**config.mk**
```make
export PLATFORM = sky130hd
export DESIGN_NAME = masked_histogram_equalizer
export DESIGN_NICKNAME = d
export VERILOG_FILES = /design/src/rtl/core/meh_pkg.sv /design/src/rtl/core/meh_hist_mem.sv /design/src/rtl/core/meh_divider.sv /design/src/rtl/core/masked_histogram_equalizer.sv
export SDC_FILE = /design/constraint.sdc
export NUM_CORES = 2
export LEC_CHECK = 0
export ABC_AREA = 1
export BUFFER_PORTS_ARGS = -buffer_cell sky130_fd_sc_hd__buf_2
export CAP_MARGIN = 15
export CORE_MARGIN = 1.5
export CORE_UTILIZATION = 55
export DETAILED_ROUTE_END_ITERATION = 10
export PLACE_DENSITY = 0.72
export RECOVER_POWER = 50
export SLEW_MARGIN = 30
export SYNTH_ARGS = -nofsm -noshare
export SYNTH_HDL_FRONTEND = slang
export SYNTH_HIERARCHICAL = 1
export SYNTH_SLANG_ARGS = --single-unit
```
**constraint.sdc**
```tcl
create_clock -name clock -period 15.9 [get_ports clock]
set_input_delay 0 -clock clock [delete_from_list [all_inputs] [get_ports clock]]
set_output_delay 0 -clock clock [all_outputs]
set_load 0.01 [all_outputs]
```
**src/rtl/core/meh_pkg.sv**
```systemverilog
// Shared constants and types for the masked histogram equaliser.
// Used by meh_hist_mem and masked_histogram_equalizer; no dependencies.
package meh_pkg;

   localparam int NUM_BINS           = 256;
   localparam int BIN_AW             = 8;
   localparam int PIX_W              = 8;
   localparam int OUT_W              = 19;
   localparam int MAX_PIXELS_DEFAULT = 1024;

   // Operation codes of the request word; code three is ignored.
   localparam logic [1:0] OP_CLEAR      = 2'd0;
   localparam logic [1:0] OP_ACCUMULATE = 2'd1;
   localparam logic [1:0] OP_MAP        = 2'd2;

   // Control of the histogram memory from the sequencer.
   typedef struct packed {
      logic              clear;
      logic              rd_en;
      logic [BIN_AW-1:0] rd_addr;
      logic              wr_en;
      logic [BIN_AW-1:0] wr_addr;
   } mem_ctl_type;

endpackage

```
**src/rtl/core/meh_hist_mem.sv**
```systemverilog
// Histogram bin memory: 256 entries, one write and one registered read per cycle.
// Per-entry valid bits let one clear strobe empty every entry. Depends on meh_pkg.
module meh_hist_mem #(
   parameter int CNT_W = 11
) (
   input  logic                 clock,
   input  logic                 reset,
   input  meh_pkg::mem_ctl_type ctl,
   input  logic [CNT_W-1:0]     wr_data,
   output logic [CNT_W-1:0]     rd_data
);

   logic [CNT_W-1:0]             bins_ff  [meh_pkg::NUM_BINS];
   logic [meh_pkg::NUM_BINS-1:0] valid_ff;
   logic [CNT_W-1:0]             rd_q_ff;
   logic                         rd_valid_ff;

   always_ff @(posedge clock) begin
      if (ctl.wr_en) begin
         bins_ff[ctl.wr_addr] <= wr_data;
      end
      if (ctl.rd_en) begin
         rd_q_ff <= bins_ff[ctl.rd_addr];
      end
   end

   always_ff @(posedge clock) begin
      if (reset || ctl.clear) begin
         valid_ff    <= '0;
         rd_valid_ff <= 1'b0;
      end else begin
         if (ctl.wr_en) begin
            valid_ff[ctl.wr_addr] <= 1'b1;
         end
         if (ctl.rd_en) begin
            rd_valid_ff <= valid_ff[ctl.rd_addr];
         end
      end
   end

   // An entry never written since the last clear reads as an empty bin.
   assign rd_data = rd_valid_ff ? rd_q_ff : '0;

endmodule

```
**src/rtl/core/meh_divider.sv**
```systemverilog
// Restoring unsigned divider, one quotient bit per cycle.
// No dependencies; used by masked_histogram_equalizer.
module meh_divider #(
   parameter int NUM_W = 19,
   parameter int DEN_W = 11
) (
   input  logic             clock,
   input  logic             reset,
   input  logic             start,
   input  logic [NUM_W-1:0] numerator,
   input  logic [DEN_W-1:0] denominator,
   output logic             done,
   output logic [NUM_W-1:0] quotient,
   output logic             rem_nonzero
);

   localparam int CW = $clog2(NUM_W + 1);

   logic [DEN_W-1:0] rem_ff;
   logic [DEN_W-1:0] den_ff;
   logic [NUM_W-1:0] quo_ff;
   logic [CW-1:0]    cnt_ff;
   logic             run_ff;
   logic             done_ff;
   logic [DEN_W:0]   trial;
   logic             fits;

   assign trial = {rem_ff, quo_ff[NUM_W-1]};
   assign fits  = trial >= {1'b0, den_ff};

   always_ff @(posedge clock) begin
      if (reset) begin
         run_ff  <= 1'b0;
         done_ff <= 1'b0;
      end else if (start) begin
         run_ff  <= 1'b1;
         done_ff <= 1'b0;
         rem_ff  <= '0;
         den_ff  <= denominator;
         quo_ff  <= numerator;
         cnt_ff  <= CW'(NUM_W);
      end else if (run_ff) begin
         rem_ff  <= fits ? DEN_W'(trial - {1'b0, den_ff}) : trial[DEN_W-1:0];
         quo_ff  <= {quo_ff[NUM_W-2:0], fits};
         cnt_ff  <= cnt_ff - CW'(1);
         run_ff  <= cnt_ff != CW'(1);
         done_ff <= cnt_ff == CW'(1);
      end else begin
         done_ff <= 1'b0;
      end
   end

   assign done        = done_ff;
   assign quotient    = quo_ff;
   assign rem_nonzero = |rem_ff;

endmodule

```
**src/rtl/core/masked_histogram_equalizer.sv**
```systemverilog
// Top level of the masked histogram equaliser: sequencer, statistics registers
// and result register. Depends on meh_pkg, meh_hist_mem and meh_divider.
//
// Usage. A request word (req_operation, req_pixel, req_masked) is taken at a
// rising edge where start is high and busy is low. Clear empties the histogram.
// Accumulate counts a masked pixel with a read-modify-write of its bin, read on
// acceptance and written in ST_ACC_WR; an accumulate that is not counted leaves
// the sequencer idle. The first map after accumulation sweeps the 256 bins once
// to build the cumulative histogram, reading one bin and writing the previous
// one in each cycle. Every map then reads the pixel's cumulative bin and divides
// (cdf - min) * 255 by (total - min) in a restoring divider that settles one
// quotient bit per cycle; when the histogram is empty or all its pixels fall in
// one bin, the pixel passes through instead. The result word appears on
// rsp_equalized, marked by rsp_valid for exactly one cycle; the receiver cannot
// stall it, and busy is already low in that cycle. Reset is synchronous and
// leaves an empty, non-cumulative histogram.
module masked_histogram_equalizer #(
   parameter int MAX_PIXELS = meh_pkg::MAX_PIXELS_DEFAULT
) (
   input  logic                        clock,
   input  logic                        reset,
   input  logic                        start,
   output logic                        busy,
   input  logic [1:0]                  req_operation,
   input  logic [meh_pkg::PIX_W-1:0]   req_pixel,
   input  logic                        req_masked,
   output logic                        rsp_valid,
   output logic signed [meh_pkg::OUT_W-1:0] rsp_equalized
);

   // Counts run up to MAX_PIXELS; the numerator carries the factor 255.
   localparam int CNT_W = $clog2(MAX_PIXELS + 1);
   localparam int NUM_W = CNT_W + 8;
   localparam int EXT_W = (NUM_W + 1 > meh_pkg::OUT_W) ? NUM_W + 1 : meh_pkg::OUT_W;
   localparam logic [meh_pkg::BIN_AW:0] SWEEP_END = (meh_pkg::BIN_AW + 1)'(meh_pkg::NUM_BINS);

   typedef enum logic [2:0] {
      ST_IDLE,
      ST_ACC_WR,
      ST_SWEEP,
      ST_MAP_RD,
      ST_MAP_CALC,
      ST_DIV_WAIT
   } state_type;

   state_type                     state_ff, state_in;
   logic                          is_cum_ff, is_cum_in;
   logic [CNT_W-1:0]              min_ff, min_in;
   logic [CNT_W-1:0]              total_ff, total_in;
   logic [CNT_W-1:0]              run_ff, run_in;
   logic [meh_pkg::BIN_AW:0]      sweep_ff, sweep_in;
   logic [meh_pkg::PIX_W-1:0]     pix_ff, pix_in;
   logic                          neg_ff, neg_in;
   logic                          rsp_valid_ff, rsp_valid_in;
   logic [meh_pkg::OUT_W-1:0]     rsp_eq_ff, rsp_eq_in;

   meh_pkg::mem_ctl_type          mem_ctl;
   logic [CNT_W-1:0]              mem_wr_data;
   logic [CNT_W-1:0]              bin_rd;

   logic                          div_start;
   logic [NUM_W-1:0]              div_num;
   logic [CNT_W-1:0]              div_den;
   logic                          div_done;
   logic [NUM_W-1:0]              div_quo;
   logic                          div_rem_nz;

   logic                          accept;
   logic [CNT_W-1:0]              run_sum;
   logic                          cdf_below;
   logic [CNT_W-1:0]              mag;
   logic [EXT_W-1:0]              quo_ext;
   logic [EXT_W-1:0]              res_ext;

   assign accept    = start && (state_ff == ST_IDLE);
   assign run_sum   = run_ff + bin_rd;
   assign cdf_below = bin_rd < min_ff;
   assign mag       = cdf_below ? (min_ff - bin_rd) : (bin_rd - min_ff);
   // (cdf - min) * 255 as a shift and a subtract, kept as a magnitude.
   assign div_num   = (NUM_W'(mag) << 8) - NUM_W'(mag);
   assign div_den   = total_ff - min_ff;
   // Floor of a negative quotient rounds the magnitude up when a remainder is left.
   assign quo_ext   = EXT_W'(div_quo);
   assign res_ext   = neg_ff ? (EXT_W'(0) - quo_ext - EXT_W'(div_rem_nz)) : quo_ext;

   always_comb begin
      state_in     = state_ff;
      is_cum_in    = is_cum_ff;
      min_in       = min_ff;
      total_in     = total_ff;
      run_in       = run_ff;
      sweep_in     = sweep_ff;
      pix_in       = pix_ff;
      neg_in       = neg_ff;
      rsp_valid_in = 1'b0;
      rsp_eq_in    = rsp_eq_ff;
      div_start    = 1'b0;
      mem_ctl      = '0;
      mem_ctl.rd_addr = req_pixel;
      mem_ctl.wr_addr = pix_ff;
      mem_wr_data  = bin_rd + CNT_W'(1);

      case (state_ff)
         ST_IDLE: begin
            if (accept) begin
               pix_in = req_pixel;
               case (req_operation)
                  meh_pkg::OP_CLEAR: begin
                     mem_ctl.clear = 1'b1;
                     is_cum_in     = 1'b0;
                     min_in        = '0;
                     total_in      = '0;
                  end
                  meh_pkg::OP_ACCUMULATE: begin
                     if (req_masked && !is_cum_ff && (total_ff < CNT_W'(MAX_PIXELS))) begin
                        mem_ctl.rd_en = 1'b1;
                        total_in      = total_ff + CNT_W'(1);
                        state_in      = ST_ACC_WR;
                     end
                  end
                  meh_pkg::OP_MAP: begin
                     if (is_cum_ff) begin
                        mem_ctl.rd_en = 1'b1;
                        state_in      = ST_MAP_CALC;
                     end else begin
                        sweep_in = '0;
                        run_in   = '0;
                        min_in   = '0;
                        state_in = ST_SWEEP;
                     end
                  end
                  default: begin
                  end
               endcase
            end
         end
         ST_ACC_WR: begin
            mem_ctl.wr_en = 1'b1;
            state_in      = ST_IDLE;
         end
         ST_SWEEP: begin
            // Read bin k while bin k-1, read last cycle, is written back summed.
            mem_ctl.rd_en   = sweep_ff != SWEEP_END;
            mem_ctl.rd_addr = sweep_ff[meh_pkg::BIN_AW-1:0];
            mem_ctl.wr_addr = sweep_ff[meh_pkg::BIN_AW-1:0] - meh_pkg::BIN_AW'(1);
            mem_wr_data     = run_sum;
            sweep_in        = sweep_ff + (meh_pkg::BIN_AW + 1)'(1);
            if (sweep_ff != '0) begin
               mem_ctl.wr_en = 1'b1;
               run_in        = run_sum;
               if ((min_ff == '0) && (run_sum != '0)) begin
                  min_in = run_sum;
               end
            end
            if (sweep_ff == SWEEP_END) begin
               total_in  = run_sum;
               is_cum_in = 1'b1;
               state_in  = ST_MAP_RD;
            end
         end
         ST_MAP_RD: begin
            mem_ctl.rd_en   = 1'b1;
            mem_ctl.rd_addr = pix_ff;
            state_in        = ST_MAP_CALC;
         end
         ST_MAP_CALC: begin
            if (total_ff > min_ff) begin
               div_start = 1'b1;
               neg_in    = cdf_below;
               state_in  = ST_DIV_WAIT;
            end else begin
               rsp_valid_in = 1'b1;
               rsp_eq_in    = meh_pkg::OUT_W'(pix_ff);
               state_in     = ST_IDLE;
            end
         end
         ST_DIV_WAIT: begin
            if (div_done) begin
               rsp_valid_in = 1'b1;
               rsp_eq_in    = res_ext[meh_pkg::OUT_W-1:0];
               state_in     = ST_IDLE;
            end
         end
         default: begin
            state_in = ST_IDLE;
         end
      endcase
   end

   always_ff @(posedge clock) begin
      if (reset) begin
         state_ff     <= ST_IDLE;
         is_cum_ff    <= 1'b0;
         min_ff       <= '0;
         total_ff     <= '0;
         rsp_valid_ff <= 1'b0;
      end else begin
         state_ff     <= state_in;
         is_cum_ff    <= is_cum_in;
         min_ff       <= min_in;
         total_ff     <= total_in;
         rsp_valid_ff <= rsp_valid_in;
      end
      run_ff    <= run_in;
      sweep_ff  <= sweep_in;
      pix_ff    <= pix_in;
      neg_ff    <= neg_in;
      rsp_eq_ff <= rsp_eq_in;
   end

   meh_hist_mem #(
      .CNT_W (CNT_W)
   ) u_mem (
      .clock   (clock),
      .reset   (reset),
      .ctl     (mem_ctl),
      .wr_data (mem_wr_data),
      .rd_data (bin_rd)
   );

   meh_divider #(
      .NUM_W (NUM_W),
      .DEN_W (CNT_W)
   ) u_div (
      .clock       (clock),
      .reset       (reset),
      .start       (div_start),
      .numerator   (div_num),
      .denominator (div_den),
      .done        (div_done),
      .quotient    (div_quo),
      .rem_nonzero (div_rem_nz)
   );

   assign busy          = state_ff != ST_IDLE;
   assign rsp_valid     = rsp_valid_ff;
   assign rsp_equalized = rsp_eq_ff;

   // A result word only ever follows the final step of a map.
   a_rsp_after_map: assert property (@(posedge clock) disable iff (reset)
      rsp_valid_ff |-> ($past(state_ff) == ST_MAP_CALC || $past(state_ff) == ST_DIV_WAIT))
      else $error("result word without a map in progress");

   // The sequencer is back to idle whenever it presents a result.
   a_idle_with_rsp: assert property (@(posedge clock) disable iff (reset)
      rsp_valid_ff |-> !busy)
      else $error("result word while still busy");

   // The pixel count saturates at its limit.
   a_total_bound: assert property (@(posedge clock) disable iff (reset)
      total_ff <= CNT_W'(MAX_PIXELS))
      else $error("pixel count beyond its limit");

   // A clear drops the statistics in the following cycle.
   a_clear_stats: assert property (@(posedge clock) disable iff (reset)
      (accept && req_operation == meh_pkg::OP_CLEAR) |=> (!is_cum_ff && total_ff == '0))
      else $error("clear left statistics behind");

   // The divider is only started from the sequencer step that expects it.
   a_div_start: assert property (@(posedge clock) disable iff (reset)
      div_start |=> (state_ff == ST_DIV_WAIT))
      else $error("divider started outside a map");

endmodule
```
# Word-level counts from Yosys, hierarchy flattened
# Memory sizes are Yosys's and may differ from the RTL's. A register that Yosys moved wholly into a read port is not among the register bits.
# Index checks and enable logic that the tools add are counted.
[totals] register_bits=380 ramBits=2816 in_bits=14 word_cells=163 n_memories=1
[op_classes] add_sub_neg=13 magnitude_cmp=7 eq_ne=25 n_mux=67 n_bitwise=3 n_reduce_logical=29
[mem_list] memory="u_mem.bins_ff" words=256 word_bits=11 rd=1 rd_clocked_by_memory_dff=1 write_ports=1 line_no="meh_hist_mem.sv:13" source="logic [CNT_W-1:0] bins_ff [meh_pkg::NUM_BINS];"
[op_table] operator="256-bit OR" count=1
[op_table] operator="11-bit 2-to-1 mux" count=15
[op_table] operator="11-bit case mux with 2 select lines" count=5
[op_table] operator="19-bit 2-to-1 mux" count=5
[op_table] operator="11-bit subtractor" count=4
[op_table] operator="19-bit case mux with 2 select lines" count=1
[op_table] operator="9-bit 2-to-1 mux" count=3
[op_table] operator="11-bit by 1-bit adder with 11-bit output (second input constant)" count=2
[op_table] operator="1-bit by 19-bit subtractor with 19-bit output (first input constant)" count=1
[op_table] operator="19-bit by 1-bit subtractor with 19-bit output" count=1
[op_table] operator="19-bit by 11-bit subtractor with 19-bit output" count=1
[op_table] operator="8-bit by 9-bit less-than comparator with 1-bit output (second input constant)" count=2
[op_table] operator="1-bit 2-to-1 mux" count=18
[op_table] operator="3-bit 2-to-1 mux" count=6
[op_table] operator="9-bit case mux with 2 select lines" count=1
[op_table] operator="8-bit case mux with 2 select lines" count=1
[op_table] operator="3-bit case mux with 5 select lines" count=1
[op_table] operator="5-bit AND reduction" count=3
[op_table] operator="12-bit by 11-bit >= comparator with 1-bit output" count=1
[op_table] operator="2-bit inequality test (second input constant)" count=6
[op_table] operator="11-bit adder" count=1
[op_table] operator="11-bit greater-than comparator" count=1
[op_table] operator="11-bit logical NOT" count=1
[op_table] operator="11-bit less-than comparator" count=1
[op_table] operator="41 further kinds" count=62

# Logic depth before layout (Yosys ltp)
[depth] ltp_word=8 ltp_mapped=26 mapped_depth_nobuf=25

# Cells and area by module
# Netlist, hierarchy kept.
[modules_own_cells] mod="meh_hist_mem" n_inst=1 cells_each=10214 area_each_um2=122316.1 seq_area_each_um2=90036.4
[modules_own_cells] mod="masked_histogram_equalizer" n_inst=1 cells_each=1227 area_each_um2=8032.7 seq_area_each_um2=1981.9
[modules_own_cells] mod="meh_divider" n_inst=1 cells_each=329 area_each_um2=2748.9 seq_area_each_um2=1421.4

# Least setup slack after synthesis
# Ideal clock, no wire load.
[synth_timing] path_type="reg-to-reg" startpoint="register u_mem.rd_valid_ff" endpoint="memory u_mem.bins_ff[0][9] (data pin)" setup_time_ps=2187 arrival_ps=11755 path_slack_ps=1958 stages_incl_launch_ff=14 path_buffers=1 synth_period_minus_slack_ps=13942 path_cell_list="dfxtp_1 > clkbuf_1 > nand2_1 > inv_1 > inv_1 > nor3_1 > inv_1 > nor2_1 > nand3_1 > nor2_1 > nand2_1 > o21ai_0 > nand2_1 > o21ai_0"
[synth_between] elab_chain_cells=3
[synth_lines] item="start, declared" line_no="meh_hist_mem.sv:16" source="logic rd_valid_ff;"
[synth_lines] item="start signal, assigned" line_no="meh_hist_mem.sv:36" source="rd_valid_ff <= valid_ff[ctl.rd_addr];"
[synth_lines] item="11-bit 2-to-1 mux *" line_no="meh_hist_mem.sv:42" source="assign rd_data = rd_valid_ff ? rd_q_ff : '0;"
[synth_lines] item="via bin_rd[1]" line_no="masked_histogram_equalizer.sv:59" source="logic [CNT_W-1:0] bin_rd;"
[synth_lines] item="11-bit by 1-bit adder with 11-bit output or 11-bit adder (tied branches)" line_no="masked_histogram_equalizer.sv:101, masked_histogram_equalizer.sv:76"
[synth_lines] item="11-bit 2-to-1 mux *" line_no="masked_histogram_equalizer.sv:103" source="case (state_ff)"
[synth_lines] item="via mem_wr_data[9]" line_no="masked_histogram_equalizer.sv:58" source="logic [CNT_W-1:0] mem_wr_data;"
[synth_lines] item="end, declared" line_no="meh_hist_mem.sv:13"
# The timed path passes the listed nets; every way through them passes the cells marked *.

# Worst setup path in the final report
[layout_timing] startpoint="register state_ff[1]" endpoint="memory u_mem.bins_ff[92][0] (data pin)"
[layout_between] elab_chain_cells=2
[layout_lines] item="start, declared" line_no="masked_histogram_equalizer.sv:46" source="state_type state_ff, state_in;"
[layout_lines] item="start signal, assigned" line_no="masked_histogram_equalizer.sv:198" source="state_ff <= state_in;"
[layout_lines] item="3-bit by 2-bit == test with 1-bit output" line_no="masked_histogram_equalizer.sv:103"
[layout_lines] item="11-bit 2-to-1 mux" line_no="masked_histogram_equalizer.sv:103"
[layout_lines] item="via mem_wr_data[0]" line_no="masked_histogram_equalizer.sv:58"
# The timed path passes the listed nets, and every way through them passes these cells.

==> results by group <==
Clock tree
  – CTS tree: built
  – Skew-Pair Late Insertion Delay: 990 ps
  – Clock tree sinks: 3207
  – Clk root buf: clkbuf_16
  – Post-CTS Setup Bufs: 0
  – CTS clk-pin slew, worst paths: 60 ps
  – H-tree Lvls: 5
  – # resized after CTS: 0
  – Number of CTS-inserted buffers: 335
  – Clock Path Buffers: 4

Synth
  – Post-synthesis sequential area ratio: 70.20%
  – Average cell area after synthesis: 11.31 um2
  – Asr flop ratio synth: 0%
  – Adder-cell share of the synthesized area: 0.8931%
  – EDFF count, synth: 2921
  – Synth Cell Area: 133100 um2
  – Largest family of logic cells by synthesized area: simple AND/OR/NAND/NOR gates
  – Simple logic cell fraction of the synthesized area: 15.22%
  – Yosys warning count: 6
  – Mux cell area share after synthesis: 0%
  – Post-synthesis xor/xnor area fraction: 0.3093%
  – Synthesized instance count: 11770
  – Yosys reg bits: 3207
  – Most used DFF post-synth: edfxtp_1
  – Net Count, Synth: 11880
  – Distinct cells, synth: 53
  – Compound-gate portion of the synthesized area: 9.516%

Power
  – Total Power: 19.22 mW
  – Static Leak: 50.91 nW
  – Peak supply drop: 0.0001356 V
  – Power Dens Cells: 131.2 nW/um2

Global routing
  – Gr usage total: 29.93%
  – Antenna violations before repair: 13
  – First-pass GRT wire length: 555500 um
  – Vias in the first global route: 89760
  – Gr ovfl total: 0
  – Largest net degree at the start of global routing: 247

Run status
  – Failing checks: capacitance limit, slew limit
  – Status: complete, but fails checks

Run
  – MaxCap Viol Count: 43

STA
  – Worst-Margin Slew: 8805 ps
  – Final min period: 11380 ps
  – Max Fclk: 0.08786 GHz
  – Hold Violations, Final: 0
  – Worst Clk Skew: 90.34 ps
  – Max_slew headroom: -487.0%
  – # setup viols final: 0
  – RSZ-0062 raised after global routing: no
  – Setup TNS: 0 ps
  – Final setup margin: 4518 ps
  – Final count of pins violating max slew: 1913
  – Fin crit share: 71.58%

Min path
  – Hold Path Class: in -> reg

Setup path
  – WS Path Type: reg -> reg
  – Crit-path cells: inv_1 -> nor2_1 -> inv_1 -> nor2_1 -> inv_1 -> o21ai_0 -> clkbuf_1
  – Cell family with most CP delay: buffers and inverters
  – CP Data Required Time: 15360 ps
  – Critical path buffers and inverters: 4
  – CP max-delay cell: clkbuf_1
  – Endpoint class of the critical path: register
  – Arrival time worst endpoint: 10840 ps
  – CP Max Fanout: 174
  – Most used cell, CP: inv_1
  – CP max stage delay: 6060 ps
  – R2R setup slack: 4520 ps
  – Startpoint types: register

Placed design
  – Hpwl dp: 206400 um
  – I/O Buffers: 34
  – Setup WS pre-CTS: 8278 ps
  – Placed insts: 14430
  – Placed instance area: 136100 um2
  – GPL Wtd Cong: 0.9199

Final layout
  – Layout fillers: 18320
  – Area growth from synthesis to layout: 10.10%
  – Non-filler instance count after layout: 15070
  – Post-route cell area: 146500 um2
  – Most frequent cells in the layout: edfxtp_1, nor2_1, nand2_1
  – Most common cell after layout, fill and taps aside: edfxtp_1
  – Share of layout cells above drive strength 1: 6.677%
  – Nets: 11730

Routing
  – Total iterations of the first detailed-routing run: 9
  – Routed vias: 94430
  – Vias per inst: 6.267
  – DRC viols: 0
  – Initial drt markers: 13730
  – Wire length per cell: 24.83 um
  – Post-route ant nets: 0
  – Wirelength, routed: 374200 um

Floorplan
  – I/O pins: 35
  – Die Width: 494.9 um
  – Starting Density: 55.33%
  – Die Y: 494.9 um
  – Std cell rows: 180
  – Core area: 240500 um2
  – Die area: 245000 um2
==> Yosys cell counts (48+ instances only) <==
cell      count  area (um2)
a21oi_1     107       535.5
buf_1        48       180.2
buf_2       174       870.8
buf_6        58       653.1
clkbuf_1    440        1652
dfxtp_1     286        5725
edfxtp_1   2921       87710
ha_1         87        1089
inv_1       361        1355
nand2_1    1480        5555
nand3_1    1047        5240
nor2_1     2325        8727
o21ai_0    1438        7197
o22ai_1     694        4342
==> cell type report <==
class                           count  area, um2  share of cell area, %
Inverter                          375       1456                 0.9939
Clock buffer                      448       9205                  6.282
Multi-Input combinational cell   7420      34940                  23.84
Sequential cell                  3207      93440                  63.77
Timing Repair Buffer              280       2083                  1.422
Antenna cell                        7      17.52                0.01195
Clock inverter                    147       1413                 0.9640
Tap cell                         3185       3985                  2.720
==> logic make-up (layout without fill, tap and decap cells) <==
kind of cell	count (synthesis)	in the layout
flip-flops	3207	3207
XOR/XNOR	47	47
AO/OA/AOI/OAI	2324	2324
other	0	7
buffers and inverters	1143	1250
AND/OR/NAND/NOR	4957	4957
adder cells (fa/ha/maj)	92	92
==> metal layers <==
metal | up-vias | track usage (%) | part of all wire [%]
met4 | 10 | 13.75 | 4.8
met5 | - | 0 | 0.019
met2 | 6229 | 46.17 | 46
met3 | 957 | 6.190 | 12
met1 | 45660 | 41.04 | 37
li1 | 41580 | - | -
==> final timing paths <==
path / startpoint / end / cells after the start
worst min register to register: u_mem/valid_ff[70] / u_mem/valid_ff[70] / 2
worst max-delay path: state_ff[1] / u_mem/bins_ff[92][0] / 7
worst max register to register: state_ff[1] / u_mem/bins_ff[92][0] / 7
worst min-delay path: reset / state_ff[0] / 3
==> worst min-delay path, cell delays in order <==
cell,delay (ps)
dlygate4sd3_1,530
buf_2,260
a21oi_1,170
==> where the power goes <==
group	switching, mW	internal (mW)
combinational	1.71	0.568
sequential	0.0147	9.30
clock	3.17	4.45
==> flip-flops by register name (all words and copies together) (netlist names), 3 cells and up <==
signal,cells
u_div/cnt_ff,5
u_mem/rd_q_ff,11
run_ff,11
u_div/quotient,19
state_ff,3
sweep_ff,9
u_div/rem_ff,11
pix_ff,8
u_div/den_ff,11
u_mem/bins_ff,2816
rsp_equalized,19
min_ff,11
total_ff,11
u_mem/valid_ff,256
==> repair_timing <==
action	CTS	global route
endpoints found under the setup margin	0	0
endpoints found under the hold margin	128	0
hold buffers	27	0
==> stage by stage <==
stage,hold slack (ps),util (%)
finish,67.62,60.92
global route,77.63,60.92
CTS,13.70,61.10
detailed placement,200.6,56.58
global placement,197.8,56.37
floorplan,77.93,-
No activity file was read; power rests on OpenSTA's default activity.
